<file path="src/hdl/sitbl_pkg.sv">
`timescale 1ns / 1ps
`default_nettype none
package sitbl_pkg;

   localparam int CAPACITY = 256;
   localparam int ADDR_W = $clog2(CAPACITY);
   localparam int CNT_W = $clog2(CAPACITY + 1);
   localparam int HELD_W = 9;
   localparam int KEY_W = 16;
   localparam int STAT_W = 16;
   localparam int KIND_W = 3;
   localparam int REQ_USER_W = 2;
   localparam int RSP_USER_W = 2;
   localparam int REQ_DATA_W = 72;
   localparam int RSP_DATA_W = 64;

   typedef enum logic [1:0] {
      REQ_INSERT = 2'd0,
      REQ_LOOKUP = 2'd1,
      REQ_CLEAR  = 2'd2
   } req_kind_type;

   typedef enum logic [1:0] {
      ST_DONE      = 2'd0,
      ST_FOUND     = 2'd1,
      ST_NOT_FOUND = 2'd2,
      ST_FULL      = 2'd3
   } status_type;

   typedef enum logic [2:0] {
      S_IDLE,
      S_DECODE,
      S_INS_CMP,
      S_LK_PROBE,
      S_LK_CMP,
      S_RESP
   } state_type;

   typedef struct packed {
      logic [KIND_W-1:0] kind;
      logic [STAT_W-1:0] strength;
      logic [STAT_W-1:0] dexterity;
      logic [STAT_W-1:0] intellect;
   } record_type;

   typedef struct packed {
      record_type       rec;
      logic [KEY_W-1:0] key;
   } entry_type;

   typedef struct packed {
      logic       load;
      logic       clear;
      logic       ins_begin;
      logic       ins_shift;
      logic       ins_place;
      logic       lk_begin;
      logic       lk_probe;
      logic       lk_low;
      logic       lk_high;
      logic       res_set;
      status_type res_code;
   } ctrl_cmd_type;

   typedef struct packed {
      req_kind_type req_kind;
      logic         key_zero;
      logic         full;
      logic         pos_zero;
      logic         probe_gt;
      logic         probe_eq;
      logic         range_empty;
   } dp_status_type;

endpackage
`default_nettype wire

</file>
<file path="src/hdl/sitbl_ctrl.sv">
`timescale 1ns / 1ps
`default_nettype none
module sitbl_ctrl (
   input  wire logic                   clock,
   input  wire logic                   reset,
   input  wire logic                   req_tvalid,
   output logic                        req_tready,
   output logic                        rsp_tvalid,
   input  wire logic                   rsp_tready,
   input  wire sitbl_pkg::dp_status_type dp_status,
   output sitbl_pkg::ctrl_cmd_type     cmd
);
   import sitbl_pkg::*;

   state_type state_ff;
   state_type state_in;

   always_ff @(posedge clock) begin
      if (reset) begin
         state_ff <= S_IDLE;
      end else begin
         state_ff <= state_in;
      end
   end

   always_comb begin
      state_in = state_ff;
      cmd = '0;
      cmd.res_code = ST_DONE;
      req_tready = 1'b0;
      rsp_tvalid = 1'b0;
      case (state_ff)
         S_IDLE: begin
            req_tready = 1'b1;
            if (req_tvalid) begin
               cmd.load = 1'b1;
               state_in = S_DECODE;
            end
         end
         S_DECODE: begin
            case (dp_status.req_kind)
               REQ_INSERT: begin
                  if (dp_status.full) begin
                     cmd.res_set = 1'b1;
                     cmd.res_code = ST_FULL;
                     state_in = S_RESP;
                  end else begin
                     cmd.ins_begin = 1'b1;
                     state_in = S_INS_CMP;
                  end
               end
               REQ_LOOKUP: begin
                  if (dp_status.key_zero) begin
                     cmd.res_set = 1'b1;
                     cmd.res_code = ST_NOT_FOUND;
                     state_in = S_RESP;
                  end else begin
                     cmd.lk_begin = 1'b1;
                     state_in = S_LK_PROBE;
                  end
               end
               REQ_CLEAR: begin
                  cmd.clear = 1'b1;
                  cmd.res_set = 1'b1;
                  state_in = S_RESP;
               end
               default: begin
                  // unused request code: answer done, touch nothing
                  cmd.res_set = 1'b1;
                  state_in = S_RESP;
               end
            endcase
         end
         S_INS_CMP: begin
            if (!dp_status.pos_zero && dp_status.probe_gt) begin
               cmd.ins_shift = 1'b1;
            end else begin
               cmd.ins_place = 1'b1;
               cmd.res_set = 1'b1;
               state_in = S_RESP;
            end
         end
         S_LK_PROBE: begin
            if (dp_status.range_empty) begin
               cmd.res_set = 1'b1;
               cmd.res_code = ST_NOT_FOUND;
               state_in = S_RESP;
            end else begin
               cmd.lk_probe = 1'b1;
               state_in = S_LK_CMP;
            end
         end
         S_LK_CMP: begin
            if (dp_status.probe_eq) begin
               cmd.res_set = 1'b1;
               cmd.res_code = ST_FOUND;
               state_in = S_RESP;
            end else begin
               // probe above the key narrows from the top, else from the bottom
               cmd.lk_high = dp_status.probe_gt;
               cmd.lk_low = !dp_status.probe_gt;
               state_in = S_LK_PROBE;
            end
         end
         S_RESP: begin
            rsp_tvalid = 1'b1;
            if (rsp_tready) begin
               state_in = S_IDLE;
            end
         end
         default: begin
            state_in = S_IDLE;
         end
      endcase
   end

endmodule
`default_nettype wire

</file>
<file path="config.mk">
export PLATFORM = sky130hd
export DESIGN_NAME = sitbl_ctrl
export DESIGN_NICKNAME = d
export VERILOG_FILES = /design/src/hdl/sitbl_pkg.sv /design/src/hdl/sitbl_ctrl.sv
export SDC_FILE = /design/constraint.sdc
export NUM_CORES = 1
export LEC_CHECK = 0
export BUFFER_PORTS_ARGS = -buffer_cell sky130_fd_sc_hd__buf_2
export CAP_MARGIN = 20
export CELL_PAD_IN_SITES_DETAIL_PLACEMENT = 1
export CELL_PAD_IN_SITES_GLOBAL_PLACEMENT = 1
export CORE_MARGIN = 1
export CORE_UTILIZATION = 26
export CTS_CLUSTER_DIAMETER = 50
export DETAILED_ROUTE_END_ITERATION = 7
export MAX_ROUTING_LAYER = met4
export PLACE_DENSITY = 0.76
export RECOVER_POWER = 100
export SYNTH_ARGS = -nofsm -noshare
export SYNTH_HDL_FRONTEND = slang
export SYNTH_SLANG_ARGS = --single-unit
</file>
<file path="constraint.sdc">
create_clock -name clock -period 1.9 [get_ports clock]
set_clock_uncertainty 0.1 [all_clocks]
set_input_delay 0.19 -clock clock [delete_from_list [all_inputs] [get_ports clock]]
set_output_delay 0.19 -clock clock [all_outputs]
set_load 0.005 [all_outputs]
</file>
=== After elaboration in Yosys (flattened, before gate mapping) ===
Cells that the tools add are included.

* Output and inout port bits: 14
* Input bits: 12
* Bits in registers: 3
* Word-level logic and storage cells: 52

* Equality and inequality tests: 10
* Reductions and logical operators: 6
* Mux-type cells: 35

{| class="wikitable"
|+ Operators with widths
! operator !! number
|-
| two-way mux 3 bit || 10
|-
| case mux 3 bit (6 select lines) || 1
|-
| two-way mux 1 bit || 15
|-
| two-way mux 2 bit || 4
|-
| == test 3 x 2 -> 1 bit (second input constant) || 2
|-
| == test 3 bit (second input constant) || 2
|-
| != test 2 bit (second input constant) || 3
|-
| case mux 2 bit (3 select lines) || 1
|-
| case mux 3 bit (2 select lines) || 1
|-
| case mux 1 bit (4 select lines) || 1
|-
| case mux 2 bit (2 select lines) || 1
|-
| == test 3 x 1 -> 1 bit (second input constant) || 1
|-
| zero test 3 bit || 1
|-
| AND reduction 3 bit || 1
|-
| == test 2 x 1 -> 1 bit (second input constant) || 1
|-
| == test 2 bit (second input constant) || 1
|-
| zero test 1 bit || 2
|-
| zero test 2 bit || 1
|-
| case mux 1 bit (2 select lines) || 1
|-
| logical AND 1 bit || 1
|}

=== Longest topological paths before layout ===
Gate-level depths: netlist of the first run.

* Word-level depth: 4
* Gate-level depth with buffers: 4

=== Worst setup path after synthesis of the first run ===
No wires, ideal clock.

* Path kind: reg-to-reg
* Start: register state_ff[0]
* End: register state_ff[0]
* Stages on the path, launching flop included: 4
* Setup slack: 0.360 ns
* Required time: 1.704 ns
* Arrival: 1.345 ns
* Cell sequence: dfxtp_1 -> o21a_1 -> or4_4 -> o41ai_2

* Cells in the longest elaborated chain, start to end: 3

{| class="wikitable"
|+ Ends and longest elaborated chain
! element !! line !! text
|-
| start, declared || sitbl_ctrl.sv:15 || <nowiki>state_type state_ff;</nowiki>
|-
| start signal, assigned || sitbl_ctrl.sv:22 || <nowiki>state_ff <= state_in;</nowiki>
|-
| == test 3 x 2 -> 1 bit (tied with other cells) || sitbl_ctrl.sv:32 || <nowiki>case (state_ff)</nowiki>
|-
| != test 2 bit (no line) || - ||
|-
| AND reduction 3 bit (no line) || - ||
|}

Several ways; a longest one is shown, not always the timed one.
A chain may end at the register's enable or synchronous reset.

==> run_results.csv, run 1 <==
group,metric,value,unit
status,outcome,"finished clean",
clocking,clk_latency,0.23,ns
cells_and_area,largest_reg_flops,3,
worst_setup_path,critPathKind,"reg -> out",
worst_setup_path,r2r_end,"state_ff[0]$_SDFFE_PP0P_",
clocking,cts.path.max_buffers,2,
clocking,cts_max_level,1,
die,ios,26,
synth,syn-num-nets,66,
cells_and_area,top_register,"state_ff",
global_routing,gr-usage-all-layers,18.19,%
die,floorplan.core_area,1366,sq um
detailed_routing,vias,520,
sta,tns,0,ns
hold_path,holdPathEnd,"state_ff[1]$_SDFFE_PP0P_",
synth,synth.area.top_cells,"dfxtp_1 15%, nor4bb_1 10%, nor3b_1 7.6%",
global_routing,grt_pass1_vias,469,
clocking,path_clk_slew,0.04,ns
worst_setup_path,r2r_cells,3,
synth,synth_most_common_cell,"nor2_1",
hold_path,min_from,"reset",
clocking,numCtsBuffers,3,
worst_setup_path,slowest_stage,"or4b_4",
synth,yosys.area.top_type,"dfxtp_1",
pwr,power_density,719.1,nW/um^2
job,timing.max_cap.violations,0,
worst_setup_path,cp-end-kind,"output pin",
worst_setup_path,max_stage_delay,0.58,ns
synth,syn_inst,54,
worst_setup_path,r2r-start,"state_ff[0]$_SDFFE_PP0P_",
place,pre_cts_ws,0.1917,ns
hold_path,min_path_type,"in -> reg",
worst_setup_path,cp.depth,3,
synth,synth_warnings,0,
die,dieArea,1686,sq um
cells_and_area,nets,94,
synth,yosysTopAreaCellShare,15.14,%
detailed_routing,ant_nets,0,
sta,max_clock_freq,0.5564,GHz
worst_setup_path,worst-path-buf-inv,1,
sta,rsz0062_at_grt,"false",
detailed_routing,firstDrtPassIters,2,
global_routing,grt_max_degree,17,
worst_setup_path,cp.arrival,1.51,ns
detailed_routing,finalWirelength,1227,um
die,die_x,41.06,um
sta,final_hold_viol_count,0,
place,dp_hpwl,955.7,um
synth,syn_avg_cell_area,7.345,sq um
global_routing,grt_pass1_wl,1973,um
detailed_routing,vias_per_cell,5.417,
die,num_rows,13,
synth,ys_types,29,
sta,max_slew_margin,74.68,%
synth,ys_ff_latch,3,
cells_and_area,antenna_cells,0,
place,gp_congestion,0.7785,
sta,fin_ws,0.1027,ns
synth,seq_area_frac_synth,15.14,%
place,port-buffer-count,25,
cells_and_area,drive_above_1_share,34.57,%
sta,fin_crit_sh,94.60,%
die,start_util,29.03,%
synth,synth-edff-count,0,
detailed_routing,drc,0,
clocking,cts_root_buf,"clkbuf_4",
sta,setup_viol,0,
cells_and_area,area_growth,42.59,%
worst_setup_path,start_kind,"flip-flop",
clocking,clock-sinks,3,
cells_and_area,final_util,41.39,%
clocking,ctsHoldBuffers,0,
worst_setup_path,critPathTopFamily,"simple AND/OR/NAND/NOR gates",
clocking,post-cts-setup-buffers,0,
worst_setup_path,crit_chain,"or4b_4 > nor3b_1 > buf_2",
place,place_area,536.8,sq um
pwr,p_leak,0.2488,nW
pwr,irDropWorstVdd,276.4,uV
global_routing,grt_antenna_before_repair,0,
worst_setup_path,required,1.61,ns
detailed_routing,routedWlPerCell,12.78,um
worst_setup_path,crit_fanout,16,
sta,final_max_slew_viol_count,0,
clocking,cts_tree,"yes",
sta,fin_crit,1.797,ns
synth,yosys_most_used_dff,"dfxtp_1",
synth,synth-async-reset-ratio,0,%
sta,tightest_slew,0.3744,ns
global_routing,grt-ovfl-total,0,
worst_setup_path,rrSetupSlack,0.20,ns
cells_and_area,postLayoutCellArea,565.5,sq um
synth,syn_area,396.6,sq um
cells_and_area,reg_top3,"state_ff: 3 flops",
hold_path,min_path_cells,2,
synth,synthTopCellsByCount,"6 x nor2_1, 5 x nand2_1, 4 x nor3_1, 4 x nor3b_1, 4 x nor4bb_1",
die,fp.dieH,41.06,um
detailed_routing,drt_iter0_markers,1,
[per-stage QoR]
| step | hold slack [ns] | total power [W] | std cells |
|---|---|---|---|
| 2_1_floorplan | 0.1591 | 0.0002173 | 54 |
| 3_3_place_gp | 0.2877 | 0.0002898 | 92 |
| 3_5_place_dp | 0.2904 | 0.0002951 | 92 |
| 4_1_cts | 0.04226 | 0.0004176 | 96 |
| 5_1_grt | 0.05416 | 0.0004473 | 96 |
| 6_report | 0.04432 | 0.0004067 | 96 |
[layout make-up]
class / count / area, sq um
clock buffer: 4 / 26.28
fill: 201 / 800.8
inverter: 1 / 3.754
multi-input combinational: 47 / 325.3
sequential: 3 / 68.82
tap: 15 / 18.77
timing repair buffer: 26 / 122.6
[placed cells by master, fill, tap and decap left out, types with 2 or more instances in the layout]
cell	instances
buf_2	15
clkbuf_1	9
nor2_1	6
nand2_1	5
nor3_1	4
nor3b_1	4
nor4bb_1	3
clkbuf_4	3
nand2b_1	2
and3b_1	2
nor4_1	2
a21oi_1	2
clkbuf_2	2
dfxtp_4	2
[repair_timing]
| action | 4_1_cts | 5_1_grt |
|---|---|---|
| resized for setup | 4 | 4 |
| endpoints found under the setup margin | 5 | 5 |
| pin swaps | 0 | 0 |
[how the worst max path moves through the flow]
stage	from	slack (ns)	to
2_1_floorplan	state_ff[0]$_SDFFE_PP0P_	0.36	state_ff[0]$_SDFFE_PP0P_
5_1_grt	state_ff[1]$_SDFFE_PP0P_	0.006	cmd[0]
6_report	state_ff[1]$_SDFFE_PP0P_	0.10	cmd[6]
4_1_cts	state_ff[2]$_SDFFE_PP0P_	0.02	cmd[2]
3_3_place_gp	state_ff[2]$_SDFFE_PP0P_	0.20	cmd[2]
3_5_place_dp	state_ff[1]$_SDFFE_PP0P_	0.19	state_ff[0]$_SDFFE_PP0P_
[worst register-to-register path: stages, from the launching register on]
cell and delay, ns:
dfxtp_4 0.37, o21a_1 0.20, or4_1 0.53, o41ai_1 0.37
[power by group]
part	switching, W	internal, W
registers	0.0000363	0.0000788
clock network	0.0000327	0.0000787
logic	0.0000842	0.0000959
total	0.000153	0.000253
[kinds of logic after synthesis]
logic type,count (synthesis),share of synthesized area [%]
AOI/OAI and AO/OA,10,19.88
buffers and inverters,4,3.784
DFF,3,15.14
muxes,2,5.363
and+or+nand+nor,35,55.84
[routing by layer]
| layer | part of all wire, % | global-route usage, % |
|---|---|---|
| met5 | 0 | - |
| met4 | 0 | 5.000 |
| met3 | 5.5 | 3.261 |
| met2 | 53 | 30.86 |
| met1 | 42 | 21.66 |
Power figures use the tool's default switching activity.
==> run 2: changes to the inputs <==
--- a/config.mk
+++ b/config.mk
@@ -7,14 +7,12 @@
 export LEC_CHECK = 0
 export BUFFER_PORTS_ARGS = -buffer_cell sky130_fd_sc_hd__buf_2
 export CAP_MARGIN = 20
-export CELL_PAD_IN_SITES_DETAIL_PLACEMENT = 1
-export CELL_PAD_IN_SITES_GLOBAL_PLACEMENT = 1
-export CORE_MARGIN = 1
-export CORE_UTILIZATION = 26
+export CORE_AREA = 2 2 39 41
 export CTS_CLUSTER_DIAMETER = 50
 export DETAILED_ROUTE_END_ITERATION = 7
+export DIE_AREA = 0 0 41 43
 export MAX_ROUTING_LAYER = met4
-export PLACE_DENSITY = 0.76
+export PLACE_DENSITY = 0.61
 export RECOVER_POWER = 100
 export SYNTH_ARGS = -nofsm -noshare
 export SYNTH_HDL_FRONTEND = slang
==> run_results.csv, run 2 (synthesis gave the netlist of run 1 again) <==
group,metric,value,unit
job,timing.max_cap.violations,0,
sta,fin_crit,1.815,ns
hold_path,min_path_type,"in -> reg",
status,outcome,"finished clean",
cells_and_area,antenna_cells,0,
detailed_routing,finalWirelength,1075,um
clocking,cts_tree,"yes",
cells_and_area,final_util,40.33,%
cells_and_area,nets,94,
die,floorplan.core_area,1384,sq um
worst_setup_path,start_kind,"flip-flop",
cells_and_area,final_cell_mix,"16 x buf_2, 10 x clkbuf_1, 6 x nor2_1",
clocking,clk_latency,0.23,ns
global_routing,grt-ovfl-total,0,
sta,max_clock_freq,0.5511,GHz
global_routing,grt_max_degree,17,
worst_setup_path,r2r_cells,3,
detailed_routing,drc,0,
detailed_routing,vias_per_cell,5.206,
hold_path,min_path_cells,2,
worst_setup_path,r2r_end,"state_ff[0]$_SDFFE_PP0P_",
worst_setup_path,required,1.61,ns
detailed_routing,ant_nets,0,
clocking,clock-sinks,3,
clocking,path_clk_slew,0.04,ns
global_routing,grt_antenna_before_repair,0,
sta,tightest_slew,0.3509,ns
die,start_util,28.66,%
cells_and_area,multi_input_area,320.3,sq um
clocking,post-cts-setup-buffers,0,
pwr,irDropWorstVdd,387.9,uV
worst_setup_path,rrSetupSlack,0.24,ns
global_routing,grt_pass1_wl,1697,um
place,gp_congestion,0.7889,
detailed_routing,drt_iter0_markers,1,
sta,setup_viol,0,
cells_and_area,final_common_cell,"buf_2",
sta,max_slew_margin,76.47,%
clocking,cts_root_buf,"clkbuf_4",
cells_and_area,reg_top3,"state_ff: 3 flops",
clocking,numCtsBuffers,3,
cells_and_area,drive_above_1_share,32.10,%
die,ios,26,
worst_setup_path,cp.arrival,1.52,ns
pwr,p_leak,0.2439,nW
place,dp_hpwl,834.2,um
die,fp.dieH,43,um
detailed_routing,routedWlPerCell,11.08,um
cells_and_area,largest_reg_flops,3,
worst_setup_path,crit_fanout,16,
detailed_routing,firstDrtPassIters,2,
pwr,power_density,717.0,nW/um^2
global_routing,gr-usage-all-layers,14.07,%
clocking,cts_max_level,1,
cells_and_area,top_register,"state_ff",
clocking,cts.path.max_buffers,2,
worst_setup_path,cp-end-kind,"output pin",
cells_and_area,fillCellCount,160,
sta,tns,0,ns
worst_setup_path,critPathKind,"reg -> out",
sta,fin_crit_sh,95.51,%
sta,rsz0062_at_grt,"false",
cells_and_area,seq_area,66.31,sq um
die,num_rows,14,
die,die_x,41,um
sta,final_hold_viol_count,0,
sta,final_max_slew_viol_count,0,
die,dieArea,1763,sq um
worst_setup_path,r2r-start,"state_ff[1]$_SDFFE_PP0P_",
place,port-buffer-count,25,
cells_and_area,area_growth,40.69,%
hold_path,min_from,"reset",
detailed_routing,vias,505,
hold_path,holdPathEnd,"state_ff[1]$_SDFFE_PP0P_",
global_routing,grt_pass1_vias,397,
run 2: layout make-up:
cell class | count | area share [%]
inverter | 1 | 0.6726
multi-input combinational | 47 | 57.40
timing repair buffer | 26 | 21.75
tap | 16 | 3.587
sequential | 3 | 11.88
clock buffer | 4 | 4.709
run 2: report_power, final:
| part | leakage (nW) | internal, W | switching (W) |
|---|---|---|---|
| registers | 0.0261 | 0.0000774 | 0.0000339 |
| logic | 0.203 | 0.0000948 | 0.0000813 |
| clock network | 0.0150 | 0.0000788 | 0.0000339 |
run 2: metrics by stage:
stage / cells / instance area (sq um) / total power, W / worst slack, ns / hold WS [ns]
2_1_floorplan: 54 / 396.6 / 0.0002173 / 0.3597 / 0.1591
3_3_place_gp: 93 / 538.0 / 0.0002897 / 0.2295 / 0.2918
3_5_place_dp: 93 / 538.0 / 0.0002904 / 0.2057 / 0.2958
4_1_cts: 97 / 569.3 / 0.0004099 / 0.01856 / 0.04264
5_1_grt: 97 / 558.0 / 0.0004389 / 0.004923 / 0.04662
6_report: 97 / 558.0 / 0.0004001 / 0.08529 / 0.04117
run 2: worst max-delay path by stage:
stage                             start                        to
2_1_floorplan  state_ff[0]$_SDFFE_PP0P_  state_ff[0]$_SDFFE_PP0P_
3_3_place_gp   state_ff[1]$_SDFFE_PP0P_                    cmd[6]
3_5_place_dp   state_ff[1]$_SDFFE_PP0P_                    cmd[0]
4_1_cts        state_ff[2]$_SDFFE_PP0P_                    cmd[2]
5_1_grt        state_ff[1]$_SDFFE_PP0P_                    cmd[6]
6_report       state_ff[1]$_SDFFE_PP0P_                    cmd[6]
run 2: metal layers:
metal,vias up,global-route usage [%],part of all wire (%)
met5,-,-,0
met1,224,18.85,46
met2,18,20.63,46
met4,0,6.000,1.3
met3,2,1.571,5.8
li1,261,-,-
run 2: what timing repair did:
action / 4_1_cts / 5_1_grt
endpoints found under the setup margin: 4 / 5
hold buffers: 0 / 0
gates resized for setup: 2 / 5
pin swaps: 0 / 0
run 2: worst max-delay path: stages (launching register included):
cell      delay [ns]
dfxtp_4         0.38
or4b_4          0.58
nor3b_1         0.20
clkbuf_1        0.13
==> run 3: changes to the inputs <==
--- a/config.mk
+++ b/config.mk
@@ -14,6 +14,8 @@
 export MAX_ROUTING_LAYER = met4
 export PLACE_DENSITY = 0.61
 export RECOVER_POWER = 100
+export REMOVE_ABC_BUFFERS = 1
+export SKIP_CTS_REPAIR_TIMING = 1
 export SYNTH_ARGS = -nofsm -noshare
 export SYNTH_HDL_FRONTEND = slang
 export SYNTH_SLANG_ARGS = --single-unit
==> run_results.csv, run 3 (synthesis gave the netlist of run 1 again) <==
group,metric,value,unit
die,fp.dieH,43,um
clocking,numCtsBuffers,3,
status,outcome,"finished clean",
pwr,power_density,725.2,nW/um^2
clocking,clk_latency,0.24,ns
sta,fin_crit_sh,95.27,%
cells_and_area,final_common_cell,"buf_2",
cells_and_area,area_growth,43.53,%
worst_setup_path,cp-end-kind,"output pin",
sta,fin_crit,1.810,ns
pwr,p_comb_share,45.4,%
detailed_routing,finalWirelength,1113,um
clocking,clock-sinks,3,
pwr,p_int,0.0002590,W
clocking,path_clk_slew,0.04,ns
cells_and_area,fillCellCount,165,
pwr,p_sw_share,37.28,%
sta,setup_viol,0,
pwr,p_clk_share,27.9,%
global_routing,grt_antenna_before_repair,0,
cells_and_area,multi_input_area,317.8,sq um
global_routing,grt-ovfl-total,0,
clocking,cts_tree,"yes",
detailed_routing,drt_iter0_markers,6,
detailed_routing,vias_per_cell,5.091,
global_routing,grt_pass1_wl,1794,um
place,placed_cells,95,
sta,tightest_slew,0.3501,ns
sta,fin_ws,0.08988,ns
cells_and_area,fin_cells,99,
sta,max_clock_freq,0.5524,GHz
sta,rsz0062_at_grt,"false",
pwr,p_seq_share,26.7,%
cells_and_area,final_cell_mix,"15 x buf_2, 9 x clkbuf_1, 6 x nor2_1",
cells_and_area,seq_area,63.81,sq um
die,floorplan.core_area,1384,sq um
detailed_routing,ant_nets,0,
pwr,totalPowerFinal,0.0004129,W
cells_and_area,top_register,"state_ff",
clocking,cts_max_level,1,
die,num_rows,14,
detailed_routing,firstDrtPassIters,3,
worst_setup_path,cp.arrival,1.52,ns
cells_and_area,reg_top3,"state_ff: 3 flops",
sta,final_hold_viol_count,0,
place,port-buffer-count,25,
worst_setup_path,crit_fanout,11,
place,pre_cts_ws,0.2382,ns
detailed_routing,drc,0,
detailed_routing,dr.max_layer_used,"met4",
global_routing,grt_max_degree,14,
clocking,cts.path.max_buffers,2,
cells_and_area,postLayoutCellArea,569.3,sq um
place,dp_hpwl,847.2,um
detailed_routing,wl_met1,489,um
detailed_routing,wl_met3,72,um
place,place_area,553.0,sq um
cells_and_area,drive_above_1_share,34.94,%
cells_and_area,largest_reg_flops,3,
die,die_x,41,um
detailed_routing,dr_wl_met2,528,um
pwr,power.switching,0.0001539,W
sta,max_slew_margin,76.34,%
pwr,p_leak,0.2568,nW
global_routing,gr-usage-all-layers,14.99,%
worst_setup_path,start_kind,"flip-flop",
sta,final_max_slew_viol_count,0,
die,ios,26,
detailed_routing,routedWlPerCell,11.24,um
clocking,cts_root_buf,"clkbuf_4",
worst_setup_path,critPathKind,"reg -> out",
place,gp_congestion,0.8101,
worst_setup_path,required,1.61,ns
cells_and_area,nets,96,
die,dieArea,1763,sq um
pwr,irDropWorstVdd,263.0,uV
die,start_util,28.66,%
hold_path,min_path_type,"in -> reg",
detailed_routing,vias,504,
global_routing,grt_pass1_vias,448,
cells_and_area,antenna_cells,0,
job,timing.max_cap.violations,0,
-- run 3: changes by cell type in the layout (fill, tap and decap cells not counted), sizes merged --
cell / change
clkbuf: +1
buf: +1
-- run 3: cell type report --
| class | instances | share of cell area (%) |
|---|---|---|
| multi-input combinational | 47 | 55.82 |
| inverter | 1 | 0.6593 |
| clock buffer | 4 | 4.615 |
| sequential | 3 | 11.21 |
| timing repair buffer | 28 | 24.18 |
| tap | 16 | 3.516 |
-- run 3: power groups by stage --
stage | clock network [W] | logic [W] | registers, W
after floorplan | 0 | 0.000106 | 0.000106
after global placement | 0 | 0.000193 | 0.000105
after detailed placement | 0 | 0.000193 | 0.000105
after CTS | 0.000119 | 0.000194 | 0.000104
after global routing | 0.000125 | 0.000210 | 0.000113
final | 0.000115 | 0.000188 | 0.000110
-- run 3: final timing paths --
check,start,to,slack (ns),depth (start not counted)
worst max-delay path,state_ff[1]$_SDFFE_PP0P_,cmd[6],0.09,3
worst min-delay path,reset,state_ff[1]$_SDFFE_PP0P_,0.04,2
worst max register to register,state_ff[1]$_SDFFE_PP0P_,state_ff[0]$_SDFFE_PP0P_,0.28,3
worst min register to register,state_ff[0]$_SDFFE_PP0P_,state_ff[0]$_SDFFE_PP0P_,0.59,2
-- run 3: worst max-delay path, cell delays in order (launching register included) --
cell,delay [ns]
dfxtp_2,0.37
or4b_4,0.58
nor3b_1,0.19
clkbuf_2,0.14
-- run 3: per-layer routing --
layer | up-vias | global-route usage [%]
met5 | - | -
met4 | 0 | 10.00
met3 | 4 | 3.665
met2 | 17 | 20.00
met1 | 221 | 19.17
li1 | 262 | -
-- run 3: metrics by stage --
step | TNS [ns] | hold WS, ns | utilization, %
after floorplan | 0 | 0.1591 | -
after global placement | 0 | 0.2863 | 39.96
after detailed placement | 0 | 0.2862 | 39.96
after CTS | -0.01787 | 0.03667 | 41.86
after global routing | 0 | 0.03572 | 41.14
final | 0 | 0.03627 | 41.14
